`src/hw/rtl/wsfr_pkg.sv`:
```
package wsfr_pkg;

   localparam int unsigned DATA_W = 8;
   localparam int unsigned CSR_W = 3;
   localparam int unsigned CSR_IDX_W = 1;

   localparam logic [CSR_IDX_W-1:0] CSR_SKIP_HDR = 1'd0;
   localparam logic [CSR_IDX_W-1:0] CSR_MIN_LEN = 1'd1;

   localparam logic [7:0] FIN_MASK = 8'h80;
   localparam logic [7:0] OP_MASK = 8'h0F;
   localparam logic [6:0] LEN_MASK = 7'h7F;
   localparam logic [6:0] LEN_EXT16 = 7'h7E;
   localparam logic [6:0] LEN_EXT64 = 7'h7F;
   localparam logic [7:0] CHAR_CR = 8'h0D;
   localparam logic [7:0] CHAR_LF = 8'h0A;

   localparam logic [3:0] OP_CONT = 4'd0;
   localparam logic [3:0] OP_TEXT = 4'd1;
   localparam logic [3:0] OP_BIN = 4'd2;
   localparam logic [3:0] OP_CLOSE = 4'd8;
   localparam logic [3:0] OP_PING = 4'd9;
   localparam logic [3:0] OP_PONG = 4'd10;

   typedef enum logic [2:0] {
      ERR_NONE = 3'd0,
      ERR_DATA_IN_FRAG = 3'd1,
      ERR_STRAY_CONT = 3'd2,
      ERR_FRAG_PING = 3'd3,
      ERR_FRAG_PONG = 3'd4,
      ERR_CLOSE = 3'd5,
      ERR_BAD_OP = 3'd6,
      ERR_SHORT = 3'd7
   } err_type;

   typedef struct packed {
      logic [7:0] data_byte;
      logic data_valid;
      logic destination;
      logic frame_end;
      logic message_end;
      logic [2:0] error_code;
   } rsp_type;

endpackage

```
`src/hw/rtl/wsfr_if.sv`:
```
interface wsfr_req_if;
   logic valid;
   logic ready;
   logic [7:0] rx_byte;
   modport source (output valid, output rx_byte, input ready);
   modport sink (input valid, input rx_byte, output ready);
endinterface

interface wsfr_rsp_if;
   logic valid;
   logic ready;
   logic [7:0] data_byte;
   logic data_valid;
   logic destination;
   logic frame_end;
   logic message_end;
   logic [2:0] error_code;
   modport source (output valid, output data_byte, output data_valid, output destination,
      output frame_end, output message_end, output error_code, input ready);
   modport sink (input valid, input data_byte, input data_valid, input destination,
      input frame_end, input message_end, input error_code, output ready);
endinterface

```
`src/hw/rtl/wsfr_front.sv`:
```
module wsfr_front
   import wsfr_pkg::*;
#(
   parameter int unsigned LENGTH_BITS = 64
) (
   input  logic clock,
   input  logic reset,
   input  logic skip_hdr,
   input  logic [2:0] min_len,
   input  logic in_valid,
   output logic in_ready,
   input  logic [7:0] in_byte,
   output logic out_valid,
   input  logic out_full,
   output rsp_type out_rsp
);

   typedef enum logic [2:0] {
      PH_SKIP, PH_HDR0, PH_HDR1, PH_EXTLEN, PH_MASKKEY, PH_PAYLOAD
   } phase_type;

   localparam logic [LENGTH_BITS-1:0] LEN_MAX = '1;

   phase_type phase_ff, phase_in;
   logic [1:0] blm_ff, blm_in;
   logic [3:0] op_ff, op_in;
   logic fin_ff, fin_in, msk_ff, msk_in;
   logic [3:0] hbc_ff, hbc_in;
   logic [63:0] rem_ff, rem_in;
   logic [31:0] key_ff, key_in;
   logic [1:0] pos_ff, pos_in;
   logic frag_ff, frag_in;
   logic [2:0] seen_ff, seen_in;
   logic halt_ff, halt_in;
   logic emit;
   rsp_type rsp;
   logic fire;

   assign in_ready = !out_full;
   assign fire = in_valid && in_ready;

   function automatic logic is_data(input logic [3:0] op);
      return op == OP_CONT || op == OP_TEXT || op == OP_BIN;
   endfunction

   always_comb begin
      logic [3:0] op;
      logic [6:0] raw;
      logic [63:0] r;
      logic [7:0] d;
      logic [2:0] err;
      logic start_pl, close;
      phase_type ph;
      phase_in = phase_ff; blm_in = blm_ff; op_in = op_ff; fin_in = fin_ff;
      msk_in = msk_ff; hbc_in = hbc_ff; rem_in = rem_ff; key_in = key_ff;
      pos_in = pos_ff; frag_in = frag_ff; seen_in = seen_ff; halt_in = halt_ff;
      emit = 1'b0; rsp = '0; start_pl = 1'b0; close = 1'b0;
      op = in_byte[3:0] & OP_MASK[3:0]; raw = in_byte[6:0] & LEN_MASK;
      r = '0; d = in_byte; err = ERR_NONE;
      ph = phase_ff;
      if (!halt_ff) begin
         if (ph == PH_SKIP && !skip_hdr) ph = PH_HDR0;
         unique case (ph)
            PH_SKIP: begin
               unique case (blm_ff)
                  2'd0: blm_in = (in_byte == CHAR_CR) ? 2'd1 : 2'd2;
                  2'd1: if (in_byte == CHAR_LF) begin
                     blm_in = 2'd0; phase_in = PH_HDR0;
                  end else blm_in = (in_byte == CHAR_CR) ? 2'd3 : 2'd2;
                  2'd2: blm_in = (in_byte == CHAR_CR) ? 2'd3 : 2'd2;
                  default: if (in_byte == CHAR_LF) blm_in = 2'd0;
                     else blm_in = (in_byte == CHAR_CR) ? 2'd3 : 2'd2;
               endcase
            end
            PH_HDR0: begin
               if (op == OP_TEXT || op == OP_BIN) begin
                  if (frag_ff) err = ERR_DATA_IN_FRAG;
               end else if (op == OP_CONT) begin
                  if (!frag_ff) err = ERR_STRAY_CONT;
               end else if (op == OP_PING) begin
                  if (!in_byte[7]) err = ERR_FRAG_PING;
               end else if (op == OP_PONG) begin
                  if (!in_byte[7]) err = ERR_FRAG_PONG;
               end else if (op == OP_CLOSE) err = ERR_CLOSE;
               else err = ERR_BAD_OP;
               if (err != ERR_NONE) begin
                  emit = 1'b1; rsp.error_code = err; halt_in = 1'b1;
               end else begin
                  if (op == OP_TEXT || op == OP_BIN) begin
                     seen_in = '0;
                     if (!in_byte[7]) frag_in = 1'b1;
                  end
                  op_in = op; fin_in = in_byte[7]; phase_in = PH_HDR1;
               end
            end
            PH_HDR1: begin
               msk_in = in_byte[7]; rem_in = '0;
               if (raw == LEN_EXT16) begin hbc_in = 4'd2; phase_in = PH_EXTLEN; end
               else if (raw == LEN_EXT64) begin hbc_in = 4'd8; phase_in = PH_EXTLEN; end
               else begin
                  rem_in = {57'd0, raw};
                  if (in_byte[7]) begin
                     hbc_in = 4'd4; key_in = '0; phase_in = PH_MASKKEY;
                  end else start_pl = 1'b1;
               end
            end
            PH_EXTLEN: begin
               r = {rem_ff[55:0], in_byte};
               rem_in = r; hbc_in = hbc_ff - 4'd1;
               if (hbc_ff == 4'd1) begin
                  if (LENGTH_BITS < 64 && (r >> LENGTH_BITS) != 64'd0)
                     rem_in = 64'(LEN_MAX);
                  if (msk_ff) begin
                     hbc_in = 4'd4; key_in = '0; phase_in = PH_MASKKEY;
                  end else start_pl = 1'b1;
               end
            end
            PH_MASKKEY: begin
               key_in = {key_ff[23:0], in_byte}; hbc_in = hbc_ff - 4'd1;
               if (hbc_ff == 4'd1) start_pl = 1'b1;
            end
            PH_PAYLOAD: begin
               if (msk_ff) begin
                  unique case (pos_ff)
                     2'd0: d = in_byte ^ key_ff[31:24];
                     2'd1: d = in_byte ^ key_ff[23:16];
                     2'd2: d = in_byte ^ key_ff[15:8];
                     default: d = in_byte ^ key_ff[7:0];
                  endcase
               end
               pos_in = pos_ff + 2'd1;
               if (is_data(op_ff)) begin
                  emit = 1'b1; rsp.data_byte = d; rsp.data_valid = 1'b1;
                  if (seen_ff != 3'd7) seen_in = seen_ff + 3'd1;
               end else if (op_ff == OP_PING) begin
                  emit = 1'b1; rsp.data_byte = d; rsp.data_valid = 1'b1;
                  rsp.destination = 1'b1;
               end
               rem_in = (rem_ff - 64'd1) & 64'(LEN_MAX);
               if (rem_in == 64'd0) close = 1'b1;
            end
            default: phase_in = PH_HDR0;
         endcase
         if (start_pl) begin
            pos_in = '0;
            if (rem_in == 64'd0) close = 1'b1;
            else phase_in = PH_PAYLOAD;
         end
         if (close) begin
            emit = 1'b1; rsp.frame_end = 1'b1; phase_in = PH_HDR0;
            if (is_data(op_ff) && fin_ff) begin
               rsp.message_end = 1'b1; frag_in = 1'b0;
               if (seen_in < min_len) begin
                  rsp.error_code = ERR_SHORT; halt_in = 1'b1;
               end
            end
         end
      end
   end

   always_ff @(posedge clock) begin
      if (reset) begin
         phase_ff <= PH_SKIP; blm_ff <= '0; op_ff <= '0; fin_ff <= 1'b0;
         msk_ff <= 1'b0; hbc_ff <= '0; rem_ff <= '0; key_ff <= '0; pos_ff <= '0;
         frag_ff <= 1'b0; seen_ff <= '0; halt_ff <= 1'b0;
      end else if (fire) begin
         phase_ff <= phase_in; blm_ff <= blm_in; op_ff <= op_in; fin_ff <= fin_in;
         msk_ff <= msk_in; hbc_ff <= hbc_in; rem_ff <= rem_in; key_ff <= key_in;
         pos_ff <= pos_in; frag_ff <= frag_in; seen_ff <= seen_in; halt_ff <= halt_in;
      end
   end

   assign out_valid = fire && emit;
   assign out_rsp = rsp;

   a_halt_sticky: assert property (@(posedge clock) disable iff (reset)
      halt_ff |=> halt_ff) else $error("halt cleared");
   a_halt_quiet: assert property (@(posedge clock) disable iff (reset)
      halt_ff |-> !out_valid) else $error("result while halted");
   a_full_stall: assert property (@(posedge clock) disable iff (reset)
      out_full |-> !in_ready) else $error("accept while queue full");

endmodule

```
`src/hw/rtl/wsfr_queue.sv`:
```
module wsfr_queue
   import wsfr_pkg::*;
(
   input  logic clock,
   input  logic reset,
   input  logic push,
   input  rsp_type push_rsp,
   output logic full,
   output logic pop_valid,
   input  logic pop_ready,
   output rsp_type pop_rsp
);

   rsp_type mem_ff [2];
   logic wp_ff, rp_ff;
   logic [1:0] cnt_ff;
   logic pop;

   assign pop = pop_valid && pop_ready;
   assign pop_valid = cnt_ff != 2'd0;
   assign full = cnt_ff == 2'd2;
   assign pop_rsp = mem_ff[rp_ff];

   always_ff @(posedge clock) begin
      if (push) mem_ff[wp_ff] <= push_rsp;
   end

   always_ff @(posedge clock) begin
      if (reset) begin
         wp_ff <= 1'b0; rp_ff <= 1'b0; cnt_ff <= '0;
      end else begin
         if (push) wp_ff <= !wp_ff;
         if (pop) rp_ff <= !rp_ff;
         cnt_ff <= cnt_ff + {1'b0, push} - {1'b0, pop};
      end
   end

   a_no_overflow: assert property (@(posedge clock) disable iff (reset)
      full |-> !push) else $error("queue overflow");
   a_cnt_range: assert property (@(posedge clock) disable iff (reset)
      cnt_ff != 2'd3) else $error("queue count out of range");
   a_pop_count: assert property (@(posedge clock) disable iff (reset)
      (pop && !push) |=> cnt_ff == $past(cnt_ff) - 2'd1) else $error("count slip");

endmodule

```
`src/hw/rtl/websocket_frame_receiver_core.sv`:
```
// Channel  Dir  Payload                                        Accept
// req      in   rx_byte[7:0]                                   valid & ready
// rsp      out  data_byte, data_valid, destination, frame_end, valid & ready
//               message_end, error_code
// csr      in   csr_index[0], csr_wdata[2:0]                   csr_we
//
// One byte per clock while the queue has room: the parser updates all frame
// state in the accepting cycle; each result is registered in the queue on its way to rsp.
// A two-entry queue parts parser and output; req stalls only when it is full.
// Synchronous reset: skip handshake on, minimum length 3, parser at skip.
// After an error the parser halts and drops every byte until reset.
module websocket_frame_receiver_core
   import wsfr_pkg::*;
#(
   parameter int unsigned LENGTH_BITS = 64
) (
   input  logic clock,
   input  logic reset,
   wsfr_req_if.sink req,
   wsfr_rsp_if.source rsp,
   input  logic csr_we,
   input  logic [CSR_IDX_W-1:0] csr_index,
   input  logic [CSR_W-1:0] csr_wdata
);

   logic skip_ff;
   logic [2:0] min_len_ff;
   logic f_valid, q_full;
   rsp_type f_rsp, q_rsp;

   // configuration registers
   always_ff @(posedge clock) begin
      if (reset) begin
         skip_ff <= 1'b1;
         min_len_ff <= 3'd3;
      end else if (csr_we) begin
         unique case (csr_index)
            CSR_SKIP_HDR: skip_ff <= csr_wdata[0];
            default: min_len_ff <= csr_wdata;
         endcase
      end
   end

   // front: byte parser and classifier
   wsfr_front #(.LENGTH_BITS(LENGTH_BITS)) u_front (
      .clock(clock), .reset(reset), .skip_hdr(skip_ff), .min_len(min_len_ff),
      .in_valid(req.valid), .in_ready(req.ready), .in_byte(req.rx_byte),
      .out_valid(f_valid), .out_full(q_full), .out_rsp(f_rsp)
   );

   // back: result queue toward the sink
   wsfr_queue u_queue (
      .clock(clock), .reset(reset), .push(f_valid), .push_rsp(f_rsp),
      .full(q_full), .pop_valid(rsp.valid), .pop_ready(rsp.ready), .pop_rsp(q_rsp)
   );

   assign rsp.data_byte = q_rsp.data_byte;
   assign rsp.data_valid = q_rsp.data_valid;
   assign rsp.destination = q_rsp.destination;
   assign rsp.frame_end = q_rsp.frame_end;
   assign rsp.message_end = q_rsp.message_end;
   assign rsp.error_code = q_rsp.error_code;

endmodule

```
`src/flat_wrapper.sv`:
```
// flat-port wrapper written by rule: the top's interface ports become plain ports
module websocket_frame_receiver_core_flat import wsfr_pkg::*;
#(
   parameter int unsigned LENGTH_BITS = 64
)
  (clock, reset, csr_we, csr_index, csr_wdata, req_valid, req_rx_byte, req_ready, rsp_valid, rsp_data_byte, rsp_data_valid, rsp_destination, rsp_frame_end, rsp_message_end, rsp_error_code, rsp_ready);
  wsfr_req_if req_i ();
  wsfr_rsp_if rsp_i ();
  input  logic clock;
  input  logic reset;
  input  logic csr_we;
  input  logic [CSR_IDX_W-1:0] csr_index;
  input  logic [CSR_W-1:0] csr_wdata;
  input wire logic [$bits(req_i.valid)-1:0] req_valid;
  input wire logic [$bits(req_i.rx_byte)-1:0] req_rx_byte;
  output wire logic [$bits(req_i.ready)-1:0] req_ready;
  output wire logic [$bits(rsp_i.valid)-1:0] rsp_valid;
  output wire logic [$bits(rsp_i.data_byte)-1:0] rsp_data_byte;
  output wire logic [$bits(rsp_i.data_valid)-1:0] rsp_data_valid;
  output wire logic [$bits(rsp_i.destination)-1:0] rsp_destination;
  output wire logic [$bits(rsp_i.frame_end)-1:0] rsp_frame_end;
  output wire logic [$bits(rsp_i.message_end)-1:0] rsp_message_end;
  output wire logic [$bits(rsp_i.error_code)-1:0] rsp_error_code;
  input wire logic [$bits(rsp_i.ready)-1:0] rsp_ready;
  assign req_i.valid = req_valid;
  assign req_i.rx_byte = req_rx_byte;
  assign req_ready = req_i.ready;
  assign rsp_valid = rsp_i.valid;
  assign rsp_data_byte = rsp_i.data_byte;
  assign rsp_data_valid = rsp_i.data_valid;
  assign rsp_destination = rsp_i.destination;
  assign rsp_frame_end = rsp_i.frame_end;
  assign rsp_message_end = rsp_i.message_end;
  assign rsp_error_code = rsp_i.error_code;
  assign rsp_i.ready = rsp_ready;
  websocket_frame_receiver_core #(.LENGTH_BITS(LENGTH_BITS)) u_core (.clock(clock), .reset(reset), .req(req_i), .rsp(rsp_i), .csr_we(csr_we), .csr_index(csr_index), .csr_wdata(csr_wdata));
endmodule
```
`config.mk`:
```
export PLATFORM = sky130hd
export DESIGN_NAME = websocket_frame_receiver_core_flat
export DESIGN_NICKNAME = d
export VERILOG_FILES = /design/src/hw/rtl/wsfr_pkg.sv /design/src/hw/rtl/wsfr_if.sv /design/src/hw/rtl/wsfr_front.sv /design/src/hw/rtl/wsfr_queue.sv /design/src/hw/rtl/websocket_frame_receiver_core.sv /design/src/flat_wrapper.sv
export SDC_FILE = /design/constraint.sdc
export NUM_CORES = 1
export LEC_CHECK = 0
export BUFFER_PORTS_ARGS = -buffer_cell sky130_fd_sc_hd__buf_2
export CAP_MARGIN = 20
export CORE_ASPECT_RATIO = 0.6
export CORE_MARGIN = 5
export CORE_UTILIZATION = 35
export DETAILED_ROUTE_END_ITERATION = 16
export GPL_TIMING_DRIVEN = 0
export SYNTH_ARGS = -nofsm -noshare
export SYNTH_HDL_FRONTEND = slang
export SYNTH_SLANG_ARGS = --single-unit
```
`constraint.sdc`:
```
create_clock -name clock -period 5.7 [get_ports clock]
set_clock_uncertainty 0.1 [all_clocks]
set_input_delay 0.855 -clock clock [delete_from_list [all_inputs] [get_ports clock]]
set_output_delay 0.855 -clock clock [all_outputs]
set_load 0.02 [all_outputs]
```
==> impl_metrics.yaml, run 1 <==
floorplanning:
  ios: 34
  die_w_um: 241.5
  row_count: 50
  initial_core_util: 0.3577
  fp.dieH_um: 148.9
  core_um2: 31470
  fp.dieArea_um2: 35960
clock_tree:
  clkTransAtPathRegs_ns: 0.08
  cts_root_buf: "clkbuf_16"
  htreeDepth: 4
  clock-sinks: 157
  ctsHoldBuffers: 0
  cts_tree: "done"
  clock_path_buffers: 2
  cts_made_buffers: 17
  worstSkewPairLatency_ns: 0.48
place:
  dp_cells: 1995
  dpl.hpwl_um: 51470
  portBuffers: 30
  place_congestion: 1.038
  dp_slack_ns: -1.653
  place_area_um2: 12020
synth:
  synth_area_um2: 11250
  synth_fp_nets: 1567
  async_reset_ff_frac: 0
  synthFlopType: "dfxtp_1"
  synth-edff-count: 30
  synth_seq_area_share: 0.3059
  ys_ff_latch: 157
  syn_area_per_cell_um2: 7.322
  ys_types: 76
  synth_warnings: 0
  syn_inst: 1537
setup_path:
  crit_fanout: 10
  cp-start-kind: "flop"
  r2r_slack_ns: -0.04
  end_kind: "flop"
  worstSetupPathType: "flop to flop"
  rr_worst_depth: 19
  r2r_end: "u_core.u_queue.cnt_ff[1]$_SDFF_PP0_"
  crit_required_ns: 5.90
  arrival_ns: 5.94
  timing.rr.start: "u_core.u_front.phase_ff[0]$_SDFFE_PP0P_"
drt:
  wire_per_inst_um: 32.94
  route.detailed.drc: 0
  via_count: 13684
  final_antenna_net_count: 0
  wl_um: 67350
  drt_iter0_markers: 2254
  dr.pass1.iters: 8
  via_per_inst: 6.691
layout:
  final_cell_mix: "nor2_1 (188), nand2_1 (160), dfxtp_1 (127), a21oi_1 (124), clkbuf_1 (123)"
  final_common_cell: "nor2_1"
  fill_cells: 3286
  fin_nets: 1645
  layoutNonFillerInstCount: 2045
  multiInputGateArea_um2: 7392
  drive_gt1_frac: 0.1186
  register_area_um2: 3443
  finalInstanceArea_um2: 13110
  area_growth_pct: 16.44
status:
  status: "finished with violations"
  violations: "setup timing"
hold_path:
  min_to: "u_core.u_front.key_ff[26]$_SDFFE_PP0P_"
  whs_path_depth: 2
  hold_start: "u_core.u_front.key_ff[26]$_SDFFE_PP0P_"
  hold_class: "flop to flop"
timing:
  slew_headroom: 0.2046
  setup-tns-final_ns: -0.1350
  layout_min_cycle_time_ns: 5.739
  rsz0062_at_grt: "true"
  worst_pin_slew_ns: 1.193
  holdWs_ns: 0.3556
  fmax_mhz: 174.3
  fin_crit_sh: 1.007
  setup_viol: 11
  slew_violations: 0
  timing_hold_violations_final: 0
  fin_ws_ns: -0.03855
global_route:
  grt.overflow.total: 0
  grt_pass1_vias: 12022
  grtUsageTotal: 0.3575
  grt_antenna_before_repair: 4
  grt_start_max_net_pins: 20
  grt_pass1_wl_um: 92090
pwr:
  powerDensity_nw_per_um2: 342.8
  p_leak_nw: 4.494
  ir_drop_mv: 0.2266
job:
  drv_cap: 0
## cells in the mapped netlist (all sizes together) (31+ instances only)
cell type	n	area share
nand3	72	0.032
nand2	160	0.053
clkbuf	142	0.047
nor4	54	0.033
nand4	36	0.020
dfxtp	127	0.23
o21ai	59	0.026
a21oi	125	0.056
nor2	190	0.063
nor3	71	0.032
xnor2	31	0.024
a211oi	41	0.027
## registers in the layout (all words and copies together) (netlist names), 2 cells and up, named ones only
register / flops
u_core.u_front.blm_ff: 2
u_core.u_front.key_ff: 32
u_core.u_queue.cnt_ff: 2
u_core.u_front.hbc_ff: 4
u_core.u_front.seen_ff: 3
u_core.u_front.rem_ff: 64
u_core.u_queue.mem_ff: 30
u_core.u_front.pos_ff: 2
u_core.min_len_ff: 3
u_core.u_front.phase_ff: 3
u_core.u_front.op_ff: 4
## logic make-up (layout without fill, tap and decap cells)
kind of cell | Yosys count | in the layout | synth area share
AND/OR/NAND/NOR | 732 | 732 | 0.3301
AO/OA/AOI/OAI | 362 | 362 | 0.2135
buffers and inverters | 186 | 277 | 0.06303
flip-flops | 157 | 157 | 0.3059
XOR/XNOR | 60 | 60 | 0.04669
multiplexers | 27 | 27 | 0.02635
adder cells (fa/ha/maj) | 13 | 13 | 0.01445
other | 0 | 1 | 0
## power breakdown
part           internal, mW  switching [mW]
clock                 0.598           0.614
combinational         0.586            1.45
sequential             1.20          0.0456
## area by class of cell
class                           instances  area share
Timing Repair Buffer                   61     0.03007
Tap cell                              416     0.03972
Sequential cell                       157      0.2627
Multi-Input combinational cell       1194      0.5641
Clock inverter                         15     0.01470
Clock buffer                           17     0.03246
Antenna cell                            1   0.0001909
Buffer                                157     0.04831
Inverter                               27    0.007733
## worst max-delay path, cell delays in order (launching register included)
cell and delay [ns]:
dfxtp_1 0.31, clkbuf_1 0.44, and3b_1 0.26, clkbuf_1 0.31
nor2_1 0.12, clkbuf_1 0.42, a222oi_1 1.01, nor4bb_1 0.33
nand4_1 0.22, nor4bb_4 0.39, nand4_1 0.24, o31ai_4 0.26
buf_12 0.17, o31ai_4 0.09, ha_1 0.31, inv_1 0.04
ha_1 0.18, xor2_1 0.17, xnor2_1 0.14, nor2_1 0.05
## worst max path at each step
stage,cells past startpoint,endpoint,startpoint
3_3_place_gp,13,u_core.u_queue.mem_ff[0][9]$_DFFE_PP_,u_core.u_front.rem_ff[1]$_SDFFE_PP0P_
4_1_cts,18,u_core.u_queue.cnt_ff[1]$_SDFF_PP0_,u_core.u_front.rem_ff[28]$_SDFFE_PP0P_
5_1_grt,20,u_core.u_queue.cnt_ff[1]$_SDFF_PP0_,u_core.u_front.rem_ff[2]$_SDFFE_PP0P_
2_1_floorplan,14,u_core.u_queue.mem_ff[1][0]$_DFFE_PP_,u_core.u_front.rem_ff[0]$_SDFFE_PP0P_
6_report,19,u_core.u_queue.cnt_ff[1]$_SDFF_PP0_,u_core.u_front.phase_ff[0]$_SDFFE_PP0P_
3_5_place_dp,14,u_core.u_queue.mem_ff[1][13]$_DFFE_PP_,u_core.u_front.phase_ff[1]$_SDFFE_PP0P_
## per-layer routing
metal	vias up	wire (um)	GRT usage
met4	2	1265	0.07440
met5	-	13	0
met3	114	12220	0.2083
met1	6673	30610	0.5352
met2	1070	23240	0.4251
li1	5825	-	-
## stage by stage
step                      power (mW)    util
final                          4.492  0.4165
after detailed placement       3.051  0.3819
after floorplan                2.335       -
after global routing           4.607  0.4164
after CTS                      4.305  0.4083
after global placement         3.057  0.3790
## timing repair
action | 4_1_cts | 5_1_grt
gates resized for setup | 41 | 42
setup endpoints to repair | 46 | 37
pin swaps | 1 | 9
gates cloned | 0 | 0
setup buffers | 2 | 14
No activity file was read; power rests on OpenSTA's default activity.
==> run 2, diff against run 1 <==
Settings changed: MAX_ROUTING_LAYER set to met4.
==> run 2 against run 1 <==
Final area down 0.43%; the run now ends clean; combinational power about the same; setup slack better by 0.056 ns; cell count down 0.39%; critical path type unchanged; largest cell class unchanged.
==> impl_metrics.yaml, run 2 (synthesis results as in run 1) <==
timing:
  fin_crit_sh: 0.9969
  holdWs_ns: 0.3550
  timing_hold_violations_final: 0
  slew_violations: 0
  slew_headroom: 0.2008
  setup_viol: 0
  fmax_mhz: 176.0
  rsz0062_at_grt: "false"
  layout_min_cycle_time_ns: 5.682
  worst_pin_slew_ns: 1.190
setup_path:
  crit_fanout: 10
  crit_slowest_cell: "o211ai_1"
  path_cells: "clkbuf_1, and3b_1, clkbuf_1, clkbuf_2, buf_2, buf_2, nand2_1, o211ai_1, nand3_1, nor3_2, nand4_1, o31ai_4, buf_12, o31ai_4, ha_1, inv_1, ha_1, xor2_1, xnor2_1, nor2_1"
  worstSetupPathType: "flop to flop"
  arrival_ns: 5.88
  crit_required_ns: 5.90
  end_kind: "flop"
  cp-start-kind: "flop"
  cp.buffers_inverters: 7
  cp_top_family: "buffers and inverters"
  max_stage_delay_ns: 0.48
clock_tree:
  htreeDepth: 4
  worstSkewPairLatency_ns: 0.47
  ctsHoldBuffers: 0
  cts_root_buf: "clkbuf_16"
  cts_made_buffers: 17
  clock-sinks: 157
  cts_tree: "done"
  clkTransAtPathRegs_ns: 0.08
  clock_path_buffers: 2
floorplanning:
  fp.dieArea_um2: 35960
  initial_core_util: 0.3577
  die_w_um: 241.5
  core_um2: 31470
  ios: 34
  row_count: 50
  fp.dieH_um: 148.9
drt:
  dr.max_layer_used: "met4"
  final_antenna_net_count: 0
  drt_iter0_markers: 2762
  wl_met3_um: 11840
  dr.pass1.iters: 9
  route.detailed.drc: 0
  met2_length_um: 22690
  via_count: 13623
  via_per_inst: 6.688
  wl_um: 65570
  drt-met1-wl_um: 29840
  wire_per_inst_um: 32.19
pwr:
  power_frac_comb: 0.457
  seqPwrFrac: 0.280
  p_sw_frac: 0.4690
  power_mw: 4.476
  p_leak_nw: 4.488
  powerDensity_nw_per_um2: 343.0
  ir_drop_mv: 0.2433
  p_int_mw: 2.377
  switchingPower_mw: 2.099
  clkPwrFrac: 0.264
place:
  place_congestion: 1.103
  portBuffers: 30
  dpl.hpwl_um: 50340
layout:
  area_growth_pct: 15.94
  largest_register_ff_count: 64
  fin_nets: 1638
  final_common_cell: "nor2_1"
  antenna_cells: 0
  top_regs: "u_core.u_front.rem_ff x64, u_core.u_front.key_ff x32, u_core.u_queue.mem_ff x30"
  final_util: 0.4147
  drive_gt1_frac: 0.1203
  final_cell_mix: "nor2_1 (188), nand2_1 (160), dfxtp_1 (126), a21oi_1 (125), clkbuf_1 (114)"
  regMostFlops: "u_core.u_front.rem_ff"
job:
  drv_cap: 0
global_route:
  grt.overflow.total: 0
  grt_pass1_wl_um: 91580
  grt_antenna_before_repair: 2
  grt_start_max_net_pins: 19
  grtUsageTotal: 0.3612
  grt_pass1_vias: 12153
hold_path:
  hold_class: "flop to flop"
status:
  status: "complete, no violations"
run 2: changes by cell type in the layout (fill, tap and decap cells not counted), sizes merged:
cell      delta
buf          +1
clkbuf       -8
clkinv       -1
clkinvlp     -1
diode        -1
inv          +2
run 2: cell type report:
| type | count | area (um2) |
|---|---|---|
| Sequential cell | 157 | 3445 |
| Timing Repair Buffer | 59 | 372.9 |
| Clock inverter | 15 | 166.4 |
| Fill cell | 3353 | 18420 |
| Tap cell | 416 | 520.5 |
| Inverter | 27 | 101.3 |
| Multi-Input combinational cell | 1194 | 7407 |
| Buffer | 152 | 610.6 |
| Clock buffer | 17 | 425.4 |
run 2: routing by layer:
| metal | global-route usage | vias to the layer above |
|---|---|---|
| met5 | - | - |
| li1 | - | 5814 |
| met3 | 0.1891 | 103 |
| met1 | 0.5325 | 6568 |
| met4 | 0.06899 | 0 |
| met2 | 0.4214 | 1138 |
run 2: tightest hold or removal path, stage by stage (launching register included):
cell     delay, ns
dfxtp_1       0.31
nand2_1       0.05
a21oi_1       0.05
run 2: metrics by stage:
| stage | setup WS [ns] | setup TNS, ns | cells | cell area, um2 |
|---|---|---|---|---|
| floorplan | 0.7617 | 0 | 1537 | 11250 |
| CTS | 0.007375 | 0 | 2030 | 12770 |
| finish | 0.01794 | 0 | 2037 | 13050 |
| global route | 0.0005138 | 0 | 2037 | 13050 |
| detailed placement | -1.168 | -43.37 | 1996 | 12040 |
| global placement | -2.955 | -119.43 | 1983 | 11930 |
run 2: power groups by stage:
stage	combinational [mW]	clock, mW	sequential (mW)
detailed placement	1.80	0	1.26
CTS	1.83	1.19	1.24
global placement	1.81	0	1.26
floorplan	1.09	0	1.24
finish	2.04	1.18	1.25
global route	2.10	1.23	1.26
run 2: what timing repair did:
item,4_1_cts,5_1_grt
gates resized for setup,28,62
setup endpoints to repair,46,42
pin swaps,2,7
buffers inserted,2,12
run 2: final timing paths:
| kind | startpoint | endpoint | slack (ns) | cells past startpoint |
|---|---|---|---|---|
| worst min-delay path | u_core.min_len_ff[2]$_SDFFE_PP0P_ | u_core.min_len_ff[2]$_SDFFE_PP0P_ | 0.36 | 2 |
| worst max register to register | u_core.u_front.phase_ff[0]$_SDFFE_PP0P_ | u_core.u_queue.cnt_ff[1]$_SDFF_PP0_ | 0.02 | 20 |
| worst max-delay path | u_core.u_front.phase_ff[0]$_SDFFE_PP0P_ | u_core.u_queue.cnt_ff[1]$_SDFF_PP0_ | 0.02 | 20 |
| worst min register to register | u_core.min_len_ff[2]$_SDFFE_PP0P_ | u_core.min_len_ff[2]$_SDFFE_PP0P_ | 0.36 | 2 |
